## config.mk

```make
export PLATFORM = sky130hd
export DESIGN_NAME = phone_line_status_parser
export DESIGN_NICKNAME = d
export VERILOG_FILES = /design/src/rtl/plsp_pkg.sv /design/src/rtl/plsp_front.sv /design/src/rtl/plsp_jobq.sv /design/src/rtl/plsp_back.sv /design/src/rtl/phone_line_status_parser.sv
export SDC_FILE = /design/constraint.sdc
export NUM_CORES = 1
export LEC_CHECK = 0
export BUFFER_PORTS_ARGS = -buffer_cell sky130_fd_sc_hd__buf_4
export CORE_MARGIN = 8
export CORE_UTILIZATION = 46
export DETAILED_ROUTE_END_ITERATION = 7
export MAX_ROUTING_LAYER = met4
export SETUP_SLACK_MARGIN = 0.3
export SLEW_MARGIN = 20
export SYNTH_ARGS = -nofsm -noshare
export SYNTH_HDL_FRONTEND = slang
export SYNTH_SLANG_ARGS = --single-unit
```

## constraint.sdc

```tcl
create_clock -name clk -period 3.3 [get_ports clk]
set_clock_uncertainty 0.2 [all_clocks]
set_input_delay 0.825 -clock clk [delete_from_list [all_inputs] [get_ports clk]]
set_output_delay 0.825 -clock clk [all_outputs]
set_load 0.02 [all_outputs]
```

## src/rtl/plsp_pkg.sv

```systemverilog
// Package for the phone line status parser: byte codes, line codes, result
// codes, parser and executor state types, and the report and command tables.
// No dependencies.
package plsp_pkg;

  localparam int unsigned LINE_COUNT_DEF = 10;
  localparam int unsigned JOBQ_DEPTH = 2;

  // Received byte codes
  localparam logic [7:0] CH_F = 8'h46;
  localparam logic [7:0] CH_N = 8'h4E;
  localparam logic [7:0] CH_C = 8'h43;
  localparam logic [7:0] CH_H = 8'h48;
  localparam logic [7:0] CH_S = 8'h53;
  localparam logic [7:0] CH_B = 8'h42;
  localparam logic [7:0] CH_P = 8'h50;
  localparam logic [7:0] CH_O = 8'h4F;
  localparam logic [7:0] CH_E = 8'h45;
  localparam logic [7:0] CH_R = 8'h52;
  localparam logic [7:0] CH_L = 8'h4C;
  localparam logic [7:0] CH_U = 8'h55;
  localparam logic [7:0] CH_CAP_I = 8'h49;
  localparam logic [7:0] CH_G = 8'h67;
  localparam logic [7:0] CH_LC_N = 8'h6E;
  localparam logic [7:0] CH_LC_I = 8'h69;
  localparam logic [7:0] CH_LC_T = 8'h74;
  localparam logic [7:0] CH_LC_O = 8'h6F;
  localparam logic [7:0] CH_LC_C = 8'h63;
  localparam logic [7:0] CH_ZERO = 8'h30;
  localparam logic [7:0] CH_NINE = 8'h39;

  // Line codes and commands
  localparam logic [3:0] LC_UNPROBED = 4'd0;
  localparam logic [3:0] LC_IDLE = 4'd1;
  localparam logic [3:0] LC_MAIN = 4'd2;
  localparam logic [3:0] LC_CONF = 4'd3;
  localparam logic [3:0] LC_HOLD = 4'd4;
  localparam logic [3:0] LC_SHOLD = 4'd5;
  localparam logic [3:0] LC_BUSY = 4'd6;
  localparam logic [3:0] LC_SCR1 = 4'd7;
  localparam logic [3:0] LC_SCR2 = 4'd8;
  localparam logic [3:0] LC_ELSE = 4'd9;
  localparam logic [3:0] LC_RING = 4'd10;
  localparam logic [3:0] CMD_LOCK = 4'd11;
  localparam logic [3:0] CMD_BUTTON = 4'd12;

  // Console buttons
  localparam logic [3:0] BTN_REC_ON = 4'd2;
  localparam logic [3:0] BTN_REC_OFF = 4'd3;
  localparam logic [3:0] BTN_DUMP = 4'd4;

  // Result event codes
  localparam logic [2:0] EV_REPORT = 3'd0;
  localparam logic [2:0] EV_PROBE = 3'd1;
  localparam logic [2:0] EV_RECORD = 3'd2;
  localparam logic [2:0] EV_DUMP = 3'd3;
  localparam logic [2:0] EV_WATCHDOG = 3'd4;
  localparam logic [2:0] EV_MODE = 3'd5;

  // Report status, bank and console codes
  localparam logic [3:0] ST_IDLE = 4'd0;
  localparam logic [3:0] ST_ON_AIR = 4'd1;
  localparam logic [3:0] ST_LOCKED = 4'd2;
  localparam logic [3:0] ST_HOLD = 4'd3;
  localparam logic [3:0] ST_SHOLD = 4'd4;
  localparam logic [3:0] ST_BUSIED = 4'd5;
  localparam logic [3:0] ST_HANDSET = 4'd6;
  localparam logic [3:0] ST_ELSEWHERE = 4'd7;
  localparam logic [3:0] ST_RINGING = 4'd8;
  localparam logic [1:0] BANK_MAIN = 2'd0;
  localparam logic [1:0] BANK_CONF = 2'd1;
  localparam logic [1:0] BANK_NONE = 2'd2;
  localparam logic [1:0] TAG_SCR1 = 2'd0;
  localparam logic [1:0] TAG_SCR2 = 2'd1;
  localparam logic [1:0] TAG_AIR = 2'd2;
  localparam logic [1:0] TAG_NONE = 2'd3;

  typedef enum logic [3:0] {
    PS_WAIT = 4'd0,
    PS_DIG1 = 4'd1,
    PS_DIG2 = 4'd2,
    PS_I    = 4'd3,
    PS_IN   = 4'd4,
    PS_INI  = 4'd5,
    PS_G    = 4'd6,
    PS_GO   = 4'd7,
    PS_GOT  = 4'd8
  } parse_state_t;

  typedef enum logic [1:0] {
    BK_IDLE    = 2'd0,
    BK_DISP    = 2'd1,
    BK_RESTART = 2'd2
  } back_state_t;

  typedef struct packed {
    logic       restart;
    logic [3:0] cmd;
    logic [3:0] line;
  } job_t;

  typedef struct packed {
    logic [2:0] event_res;
    logic [3:0] line;
    logic [3:0] line_status;
    logic [1:0] bank;
    logic [1:0] console_tag;
    logic       flag;
  } result_t;

  typedef struct packed {
    logic       ok;
    logic [3:0] line_status;
    logic [1:0] bank;
    logic [1:0] console_tag;
  } report_t;

  function automatic logic [3:0] command_code(input logic [7:0] b);
    logic [3:0] c;
    case (b)
      CH_F: c = LC_IDLE;
      CH_N: c = LC_MAIN;
      CH_C: c = LC_CONF;
      CH_H: c = LC_HOLD;
      CH_S: c = LC_SHOLD;
      CH_B: c = LC_BUSY;
      CH_P: c = LC_SCR1;
      CH_O: c = LC_SCR2;
      CH_E: c = LC_ELSE;
      CH_R: c = LC_RING;
      CH_L: c = CMD_LOCK;
      CH_U: c = CMD_BUTTON;
      default: c = LC_UNPROBED;
    endcase
    return c;
  endfunction

  function automatic report_t report_fields(input logic [3:0] code, input logic lk);
    report_t r;
    r = '{ok: 1'b1, line_status: ST_IDLE, bank: BANK_NONE, console_tag: TAG_NONE};
    case (code)
      LC_IDLE: r.line_status = ST_IDLE;
      LC_MAIN: begin
        r.line_status = lk ? ST_LOCKED : ST_ON_AIR;
        r.bank = BANK_MAIN;
        r.console_tag = TAG_AIR;
      end
      LC_CONF: begin
        r.line_status = lk ? ST_LOCKED : ST_ON_AIR;
        r.bank = BANK_CONF;
        r.console_tag = TAG_AIR;
      end
      LC_HOLD: r.line_status = ST_HOLD;
      LC_SHOLD: r.line_status = ST_SHOLD;
      LC_BUSY: r.line_status = ST_BUSIED;
      LC_SCR1: begin
        r.line_status = ST_HANDSET;
        r.console_tag = TAG_SCR1;
      end
      LC_SCR2: begin
        r.line_status = ST_HANDSET;
        r.console_tag = TAG_SCR2;
      end
      LC_ELSE: r.line_status = ST_ELSEWHERE;
      LC_RING: r.line_status = ST_RINGING;
      default: r = '{ok: 1'b0, line_status: ST_IDLE, bank: BANK_MAIN, console_tag: TAG_SCR1};
    endcase
    return r;
  endfunction

endpackage

```

## src/rtl/plsp_front.sv

```systemverilog
// Front end: byte parser that turns received bytes into dispatch and restart
// requests for the request queue. Depends on plsp_pkg.
module plsp_front import plsp_pkg::*; #(
  parameter int unsigned LINE_COUNT = LINE_COUNT_DEF
) (
  input  logic       clk,
  input  logic       rst,
  input  logic       accept,
  input  logic [7:0] rx_byte,
  output logic       job_push,
  output job_t       job
);

  parse_state_t state, state_next;
  logic [3:0]   pending_command, pending_command_next;
  logic [3:0]   cmd_code;
  logic [3:0]   digit;

  assign cmd_code = command_code(rx_byte);
  assign digit    = 4'(rx_byte - CH_ZERO);

  always_ff @(posedge clk) begin
    if (rst) begin
      state <= PS_WAIT;
      pending_command <= CMD_BUTTON;
    end else begin
      state <= state_next;
      pending_command <= pending_command_next;
    end
  end

  always_comb begin
    state_next = state;
    pending_command_next = pending_command;
    job_push = 1'b0;
    job = '{restart: 1'b0, cmd: pending_command, line: digit};
    if (accept) begin
      case (state)
        PS_WAIT: begin
          if (cmd_code != LC_UNPROBED) begin
            pending_command_next = cmd_code;
            state_next = PS_DIG1;
          end else if (rx_byte == CH_CAP_I) begin
            state_next = PS_I;
          end else if (rx_byte == CH_G) begin
            state_next = PS_G;
          end
        end
        PS_DIG1, PS_DIG2: begin
          if (state == PS_DIG1 && rx_byte == CH_ZERO) begin
            state_next = PS_DIG2;
          end else if (state == PS_DIG2 && rx_byte inside {[CH_ZERO:CH_NINE]}) begin
            state_next = PS_WAIT;
            job_push = (32'(digit) < LINE_COUNT);
          end else if (rx_byte == CH_CAP_I) begin
            state_next = PS_I;
          end else if (rx_byte == CH_G) begin
            state_next = PS_G;
          end else begin
            state_next = PS_WAIT;
          end
        end
        PS_I:  state_next = (rx_byte == CH_LC_N) ? PS_IN : PS_WAIT;
        PS_IN: state_next = (rx_byte == CH_LC_I) ? PS_INI : PS_WAIT;
        PS_G:  state_next = (rx_byte == CH_LC_O) ? PS_GO : PS_WAIT;
        PS_GO: state_next = (rx_byte == CH_LC_T) ? PS_GOT : PS_WAIT;
        PS_INI: begin
          job.restart = 1'b1;
          job_push = (rx_byte == CH_LC_T);
          state_next = PS_WAIT;
        end
        PS_GOT: begin
          job.restart = 1'b1;
          job_push = (rx_byte == CH_LC_C);
          state_next = PS_WAIT;
        end
        default: state_next = PS_WAIT;
      endcase
    end
  end

endmodule

```

## src/rtl/plsp_jobq.sv

```systemverilog
// Short request queue between the parser and the executor.
// Depends on plsp_pkg.
module plsp_jobq import plsp_pkg::*; (
  input  logic clk,
  input  logic rst,
  input  logic push,
  input  job_t push_job,
  output logic full,
  input  logic pop,
  output logic valid,
  output job_t head
);

  localparam int unsigned PTR_W = (JOBQ_DEPTH > 1) ? $clog2(JOBQ_DEPTH) : 1;
  localparam int unsigned CNT_W = $clog2(JOBQ_DEPTH + 1);

  job_t             entries [JOBQ_DEPTH];
  logic [PTR_W-1:0] wr_ptr, rd_ptr;
  logic [CNT_W-1:0] count;
  logic             do_push, do_pop;

  assign full    = (count == CNT_W'(JOBQ_DEPTH));
  assign valid   = (count != '0);
  assign head    = entries[rd_ptr];
  assign do_push = push && !full;
  assign do_pop  = pop && valid;

  always_ff @(posedge clk) begin
    if (do_push) begin
      entries[wr_ptr] <= push_job;
    end
  end

  always_ff @(posedge clk) begin
    if (rst) begin
      wr_ptr <= '0;
      rd_ptr <= '0;
      count <= '0;
    end else begin
      if (do_push) begin
        wr_ptr <= (wr_ptr == PTR_W'(JOBQ_DEPTH - 1)) ? '0 : wr_ptr + 1'b1;
      end
      if (do_pop) begin
        rd_ptr <= (rd_ptr == PTR_W'(JOBQ_DEPTH - 1)) ? '0 : rd_ptr + 1'b1;
      end
      count <= count + CNT_W'(do_push) - CNT_W'(do_pop);
    end
  end

endmodule

```

## src/rtl/plsp_back.sv

```systemverilog
// Back end: runs queued requests on the line table and emits one result
// per cycle while the output register is free. Depends on plsp_pkg.
module plsp_back import plsp_pkg::*; #(
  parameter int unsigned LINE_COUNT = LINE_COUNT_DEF
) (
  input  logic    clk,
  input  logic    rst,
  input  logic    job_valid,
  input  job_t    job,
  output logic    job_pop,
  input  logic    out_pop,
  output logic    out_valid,
  output result_t out_res,
  output logic    out_last
);

  localparam int unsigned IDX_W = (LINE_COUNT > 1) ? $clog2(LINE_COUNT) : 1;

  back_state_t state, state_next;
  logic [3:0]  line_code [LINE_COUNT];
  logic        line_locked [LINE_COUNT];
  logic        watchdog, watchdog_next;
  logic [2:0]  mask, mask_next;
  logic [3:0]  line_reg, line_reg_next;
  logic [3:0]  step, step_next;
  result_t     third, third_next;

  logic             tbl_we;
  logic [3:0]       tbl_code;
  logic             tbl_lock;
  logic [IDX_W-1:0] idx;
  logic [3:0]       cur_code;
  logic             cur_lock;
  logic             emit_ok, emit;
  result_t          emit_res;
  logic             emit_last;
  report_t          rep;
  logic [3:0]       new_code;
  logic             new_lock;
  logic             third_ok;

  assign idx      = job.line[IDX_W-1:0];
  assign cur_code = line_code[idx];
  assign cur_lock = line_locked[idx];
  assign emit_ok  = !out_valid || out_pop;

  always_ff @(posedge clk) begin
    if (rst) begin
      for (int i = 0; i < LINE_COUNT; i++) begin
        line_code[i] <= LC_UNPROBED;
        line_locked[i] <= 1'b0;
      end
    end else if (tbl_we) begin
      line_code[idx] <= tbl_code;
      line_locked[idx] <= tbl_lock;
    end
  end

  always_ff @(posedge clk) begin
    if (rst) begin
      state <= BK_IDLE;
      watchdog <= 1'b0;
      out_valid <= 1'b0;
    end else begin
      state <= state_next;
      watchdog <= watchdog_next;
      if (emit) begin
        out_valid <= 1'b1;
      end else if (out_pop) begin
        out_valid <= 1'b0;
      end
    end
  end

  always_ff @(posedge clk) begin
    mask <= mask_next;
    line_reg <= line_reg_next;
    step <= step_next;
    third <= third_next;
    if (emit) begin
      out_res <= emit_res;
      out_last <= emit_last;
    end
  end

  always_comb begin
    state_next = state;
    watchdog_next = watchdog;
    mask_next = mask;
    line_reg_next = line_reg;
    step_next = step;
    third_next = third;
    job_pop = 1'b0;
    tbl_we = 1'b0;
    tbl_code = cur_code;
    tbl_lock = cur_lock;
    emit = 1'b0;
    emit_res = '0;
    emit_last = 1'b0;
    new_code = cur_code;
    new_lock = cur_lock;
    third_ok = 1'b0;
    rep = report_fields(new_code, new_lock);
    case (state)
      BK_IDLE: begin
        job_pop = job_valid;
        if (job_valid) begin
          if (job.restart) begin
            watchdog_next = 1'b1;
            step_next = '0;
            state_next = BK_RESTART;
          end else begin
            watchdog_next = 1'b0;
            line_reg_next = job.line;
            third_next = '0;
            third_next.line = job.line;
            if (job.cmd == CMD_BUTTON) begin
              case (job.line)
                BTN_REC_ON: begin
                  third_ok = 1'b1;
                  third_next.event_res = EV_RECORD;
                  third_next.flag = 1'b1;
                end
                BTN_REC_OFF: begin
                  third_ok = 1'b1;
                  third_next.event_res = EV_RECORD;
                end
                BTN_DUMP: begin
                  third_ok = 1'b1;
                  third_next.event_res = EV_DUMP;
                end
                default: third_ok = 1'b0;
              endcase
            end else begin
              if (job.cmd == CMD_LOCK) begin
                new_lock = 1'b1;
              end else begin
                new_code = job.cmd;
                if (job.cmd == LC_MAIN || job.cmd == LC_CONF || job.cmd == LC_IDLE) begin
                  new_lock = 1'b0;
                end
              end
              tbl_we = 1'b1;
              tbl_code = new_code;
              tbl_lock = new_lock;
              rep = report_fields(new_code, new_lock);
              third_ok = rep.ok;
              third_next.event_res = EV_REPORT;
              third_next.line_status = rep.line_status;
              third_next.bank = rep.bank;
              third_next.console_tag = rep.console_tag;
            end
            mask_next = {third_ok, watchdog, cur_code == LC_UNPROBED};
            state_next = (mask_next != 3'b000) ? BK_DISP : BK_IDLE;
          end
        end
      end
      BK_DISP: begin
        if (emit_ok) begin
          emit = 1'b1;
          if (mask[0]) begin
            emit_res.event_res = EV_PROBE;
            emit_res.line = line_reg + 4'd1;
            mask_next = {mask[2:1], 1'b0};
          end else if (mask[1]) begin
            emit_res.event_res = EV_WATCHDOG;
            mask_next = {mask[2], 2'b00};
          end else begin
            emit_res = third;
            mask_next = 3'b000;
          end
          emit_last = (mask_next == 3'b000);
          if (emit_last) begin
            state_next = BK_IDLE;
          end
        end
      end
      BK_RESTART: begin
        if (emit_ok) begin
          emit = 1'b1;
          case (step)
            4'd0: begin
              emit_res.event_res = EV_WATCHDOG;
              emit_res.flag = 1'b1;
            end
            4'd1: emit_res.event_res = EV_MODE;
            default: begin
              emit_res.event_res = EV_PROBE;
              emit_res.line = step - 4'd2;
            end
          endcase
          emit_last = (step == 4'(LINE_COUNT + 1));
          step_next = step + 4'd1;
          if (emit_last) begin
            state_next = BK_IDLE;
          end
        end
      end
      default: state_next = BK_IDLE;
    endcase
  end

endmodule

```

## src/rtl/phone_line_status_parser.sv

```systemverilog
// Top level of the phone line status parser: byte parser, request queue and
// executor with its output register. Depends on plsp_pkg, plsp_front,
// plsp_jobq and plsp_back.
//
//  channel   direction  handshake        payload
//  bytes     in         push / full      rx_byte
//  results   out        pop / empty      event_res line line_status bank
//                                        console_tag flag last
//
// A byte is taken whenever the two-entry request queue has room. The executor
// loads a message, then emits its results (up to three); a restart emits a
// watchdog event, a mode event and a probe per line. Results go out one a
// cycle while the output register is free or popped. Reset returns the
// parser to command wait and marks every line unprobed in the same cycle.
// A stalled result holds the executor; bytes are taken until the queue fills.
module phone_line_status_parser import plsp_pkg::*; #(
  parameter int unsigned LINE_COUNT = LINE_COUNT_DEF
) (
  input  logic       clk,
  input  logic       rst,
  input  logic       push,
  output logic       full,
  input  logic [7:0] rx_byte,
  output logic       empty,
  input  logic       pop,
  output logic [2:0] event_res,
  output logic [3:0] line,
  output logic [3:0] line_status,
  output logic [1:0] bank,
  output logic [1:0] console_tag,
  output logic       flag,
  output logic       last
);

  logic    accept;
  logic    jq_push, jq_valid, jq_pop;
  job_t    jq_in, jq_head;
  logic    out_valid;
  result_t out_res;

  assign accept = push && !full;

  plsp_front #(.LINE_COUNT(LINE_COUNT)) u_front (
    .clk      (clk),
    .rst      (rst),
    .accept   (accept),
    .rx_byte  (rx_byte),
    .job_push (jq_push),
    .job      (jq_in)
  );

  plsp_jobq u_jobq (
    .clk      (clk),
    .rst      (rst),
    .push     (jq_push),
    .push_job (jq_in),
    .full     (full),
    .pop      (jq_pop),
    .valid    (jq_valid),
    .head     (jq_head)
  );

  plsp_back #(.LINE_COUNT(LINE_COUNT)) u_back (
    .clk       (clk),
    .rst       (rst),
    .job_valid (jq_valid),
    .job       (jq_head),
    .job_pop   (jq_pop),
    .out_pop   (pop && out_valid),
    .out_valid (out_valid),
    .out_res   (out_res),
    .out_last  (last)
  );

  assign empty       = !out_valid;
  assign event_res   = out_res.event_res;
  assign line        = out_res.line;
  assign line_status = out_res.line_status;
  assign bank        = out_res.bank;
  assign console_tag = out_res.console_tag;
  assign flag        = out_res.flag;

  a_reset_empty: assert property (@(posedge clk) rst |=> empty)
    else $error("result pending after reset");

  a_wd_on_not_last: assert property (@(posedge clk) disable iff (rst)
    (!empty && event_res == EV_WATCHDOG && flag) |-> !last)
    else $error("restart ended at watchdog event");

  a_mode_not_last: assert property (@(posedge clk) disable iff (rst)
    (!empty && event_res == EV_MODE) |-> !last)
    else $error("restart ended at mode command");

  a_probe_range: assert property (@(posedge clk) disable iff (rst)
    (!empty && event_res == EV_PROBE) |-> (32'(line) <= LINE_COUNT))
    else $error("probe names a line out of range");

endmodule

```

==> out/results.tsv <==
stage	metric	value	unit
run_status	status	finished, final reports clean	
power	p_sw	1960	uW
logic_synthesis	avgSynthCellArea	11.7	sq um
power	internal_power	4480	uW
drt	vias_per_cell	5.68	
timing	grt_setup_unrepaired	true	
logic_synthesis	synthTopCellsByArea	edfxtp_1 (53%), nor2_1 (4.5%), dfxtp_1 (4.4%)	
logic_synthesis	synth_cells	661	
power	irDropWorstVdd	441	uV
drt	totalWireLength	17900	um
layout	mostFrequentLayoutCell	edfxtp_1	
layout	layout.nets	744	
layout	post-route-util	54.6	%
layout	top_regs	u_back.line_code: 64 flops, u_jobq.entries: 18 flops	
logic_synthesis	yosysSeqAreaShare	57.8	%
timing	setup_viol	0	
logic_synthesis	yosys-mux-area-fraction	5.98	%
placement	dp_hpwl	12900	um
floorplan	start_util	46.8	%
logic_synthesis	yosysWarnings	0	
setup_path	worst-path-max-fanout	9	
floorplan	pin_count	31	
timing	layout_worst_path_cycle_share	88.5	%
clock_tree	cts_tree	built	
placement	portBuffers	30	
setup_path	slowest_stage	edfxtp_1	
setup_path	cp.required	3.27	ns
layout	layoutNonFillerInstCount	954	
layout	top_register	u_back.line_code	
logic_synthesis	synth_xor_area_share	1.14	%
drt	antenna_left	0	
drt	first_iter_violations	481	
global_routing	overflow	0	
drt	drc	0	
clock_tree	clkTransAtPathRegs	0.06	ns
timing	final.min_clock_period	2.92	ns
global_routing	track_usage	17.4	%
logic_synthesis	yosys.area_share.simple	16.7	%
floorplan	die_w	145	um
floorplan	die-area	0.0211	sq mm
floorplan	die_h	145	um
logic_synthesis	synth_top_area_share	53.4	%
placement	dp.cells	915	
clock_tree	htree_levels	4	
setup_path	arrival	2.89	ns
layout	num-fill-cells	1419	
setup_path	critPathMaxStageDelay	0.51	ns
clock_tree	cts_hold_buffers	0	
logic_synthesis	synth_nets	684	
clock_tree	clockRootBuffer	clkbuf_16	
global_routing	antenna_found_initial	0	
layout	layout_common_cells	edfxtp_1 (137), nor2_1 (91), buf_4 (67)	
placement	gp_congestion	0.901	
logic_synthesis	synth-async-reset-ratio	0	%
drt	first_pass_iters	5	
logic_synthesis	synth_compound_area_share	12.3	%
clock_tree	clkLatencyLatePin	0.43	ns
logic_synthesis	yosysTopAreaCell	edfxtp_1	
power	power_density	716	mW/mm^2
global_routing	grt_pass1_vias	5261	
floorplan	core-area	0.0165	sq mm
logic_synthesis	ys_ff_latch	154	
timing	hold_violations	0	
setup_path	start_kind	flip-flop	
setup_path	path_class	reg2reg	
power	seqPwrFrac	41.3	%
logic_synthesis	synth_area	0.00770	sq mm
layout	drive_gt1_share	19.2	%
layout	area_delta_synth_final	16.7	%
logic_synthesis	synth_fa_ha_area_share	1.79	%
logic_synthesis	synth_edf_count	137	
timing	worst_pin_slew	0.647	ns
clock_tree	cts_sinks	154	
power	combPwrFrac	25.7	%
setup_path	cp-end-kind	flip-flop	
global_routing	grt_pass1_wl	28300	um
power	p_clk_share	33.0	%
setup_path	worst_path_most_repeated_cell	buf_4	
layout	largest_reg_flops	64	
logic_synthesis	synth_top_family_by_area	simple AND/OR/NAND/NOR gates	
logic_synthesis	synth_flop_cell	edfxtp_1	
worst_hold_path	hold_path_class	reg2reg	
global_routing	grt_max_degree	31	
timing	max_slew_margin	56.4	%
drt	routed_wire_length_per_instance	18.7	um
power	swShare	30.4	%
logic_synthesis	synth.distinct_cells	90	
clock_tree	cts.path.max_buffers	2	
drt	vias	5417	
timing	fmax	342	MHz
timing	timing.setup.tns	0	ns
layout	num_antenna_cells	0	
setup_path	crit_chain	mux2i_4 -> buf_4 -> nor2_1 -> o2bb2ai_1 -> o311ai_2 -> a31o_2 -> buf_4 -> nand2_1 -> a31oi_1 -> a21oi_2	
job	max-cap-violations	0	
floorplan	rows	47	
clock_tree	numCtsBuffers	17	
power	p_leak	0.00325	uW
timing	maxSlewViolCount	0	
## area by class of cell
class	count	area, sq um	area share (%)
sequential	154	4460	49.5
multi-input combinational	448	2980	33.1
timing repair buffer	67	503	5.59
clock buffer	17	425	4.73
tap	220	275	3.06
clock inverter	15	223	2.48
inverter	33	134	1.49
## metrics by stage
stage                     power (uW)  setup slack, ns  hold slack [ns]  area (sq um)
final                           6440            0.379            0.272          8990
after global placement          4310            0.250            0.263          8240
after global routing            6730            0.231            0.298          8990
after CTS                       6460            0.321            0.276          8940
after detailed placement        4330            0.170            0.267          8240
after floorplan                 3830            0.315            0.226          7710
## synthesized netlist by cell type (all sizes together) (5+ instances only)
library cell,number
mux2i,15
nand4,5
a22oi,8
nor2b,12
mux2,6
buf,9
inv,33
a31oi,8
a21oi,28
and2,22
clkbuf,17
o21ai,24
nor2,92
nand3,18
edfxtp,137
a211oi,5
nor3,16
xnor2,8
mux4,9
nand2b,18
nand2,58
o22ai,7
dfxtp,17
ha,11
## critical path: cells and delay by family (launching register included)
family          cells  cell delay, ns
compound gates      5            1.14
buf+inv             2            0.41
flops               1            0.51
mux                 1            0.26
simple gates        2            0.16
## power groups by stage
stage	combinational [uW]	clock, uW	sequential [uW]
6_report	1650	2130	2660
2_1_floorplan	1100	0	2730
3_3_place_gp	1620	0	2690
4_1_cts	1650	2150	2660
3_5_place_dp	1630	0	2700
5_1_grt	1810	2220	2690
## final timing paths
check | startpoint | end | slack, ns | cells past startpoint
min reg2reg | u_back.state[1] | u_back.state[1] | 0.27 | 2
max | u_jobq.entries[0][0] | u_back.third[6] | 0.38 | 10
min | u_back.state[1] | u_back.state[1] | 0.27 | 2
max reg2reg | u_jobq.entries[0][0] | u_back.third[6] | 0.38 | 10
## cells by family after synthesis
| kind of cell | count (synthesis) |
|---|---|
| adders and majority gates | 11 |
| and+or+nand+nor | 266 |
| xor gates and xnor gates | 10 |
| AOI/OAI and AO/OA | 131 |
| buffers and inverters | 59 |
| muxes | 30 |
| DFF | 154 |
## layer usage
layer / track usage [%] / vias up / wire length (um)
met4: 6.19 / 0 / 326
met1: 22.1 / 2632 / 8020
li1: - / 2569 / -
met5: - / - / 0
met2: 27.4 / 191 / 8510
met3: 3.61 / 25 / 1000
## repair_timing
item,4_1_cts,5_1_grt
resized for setup,6,6
pin swaps,0,1
buffers inserted,2,5
endpoints found under the setup margin,29,51
(Power assumes the default switching activity.)
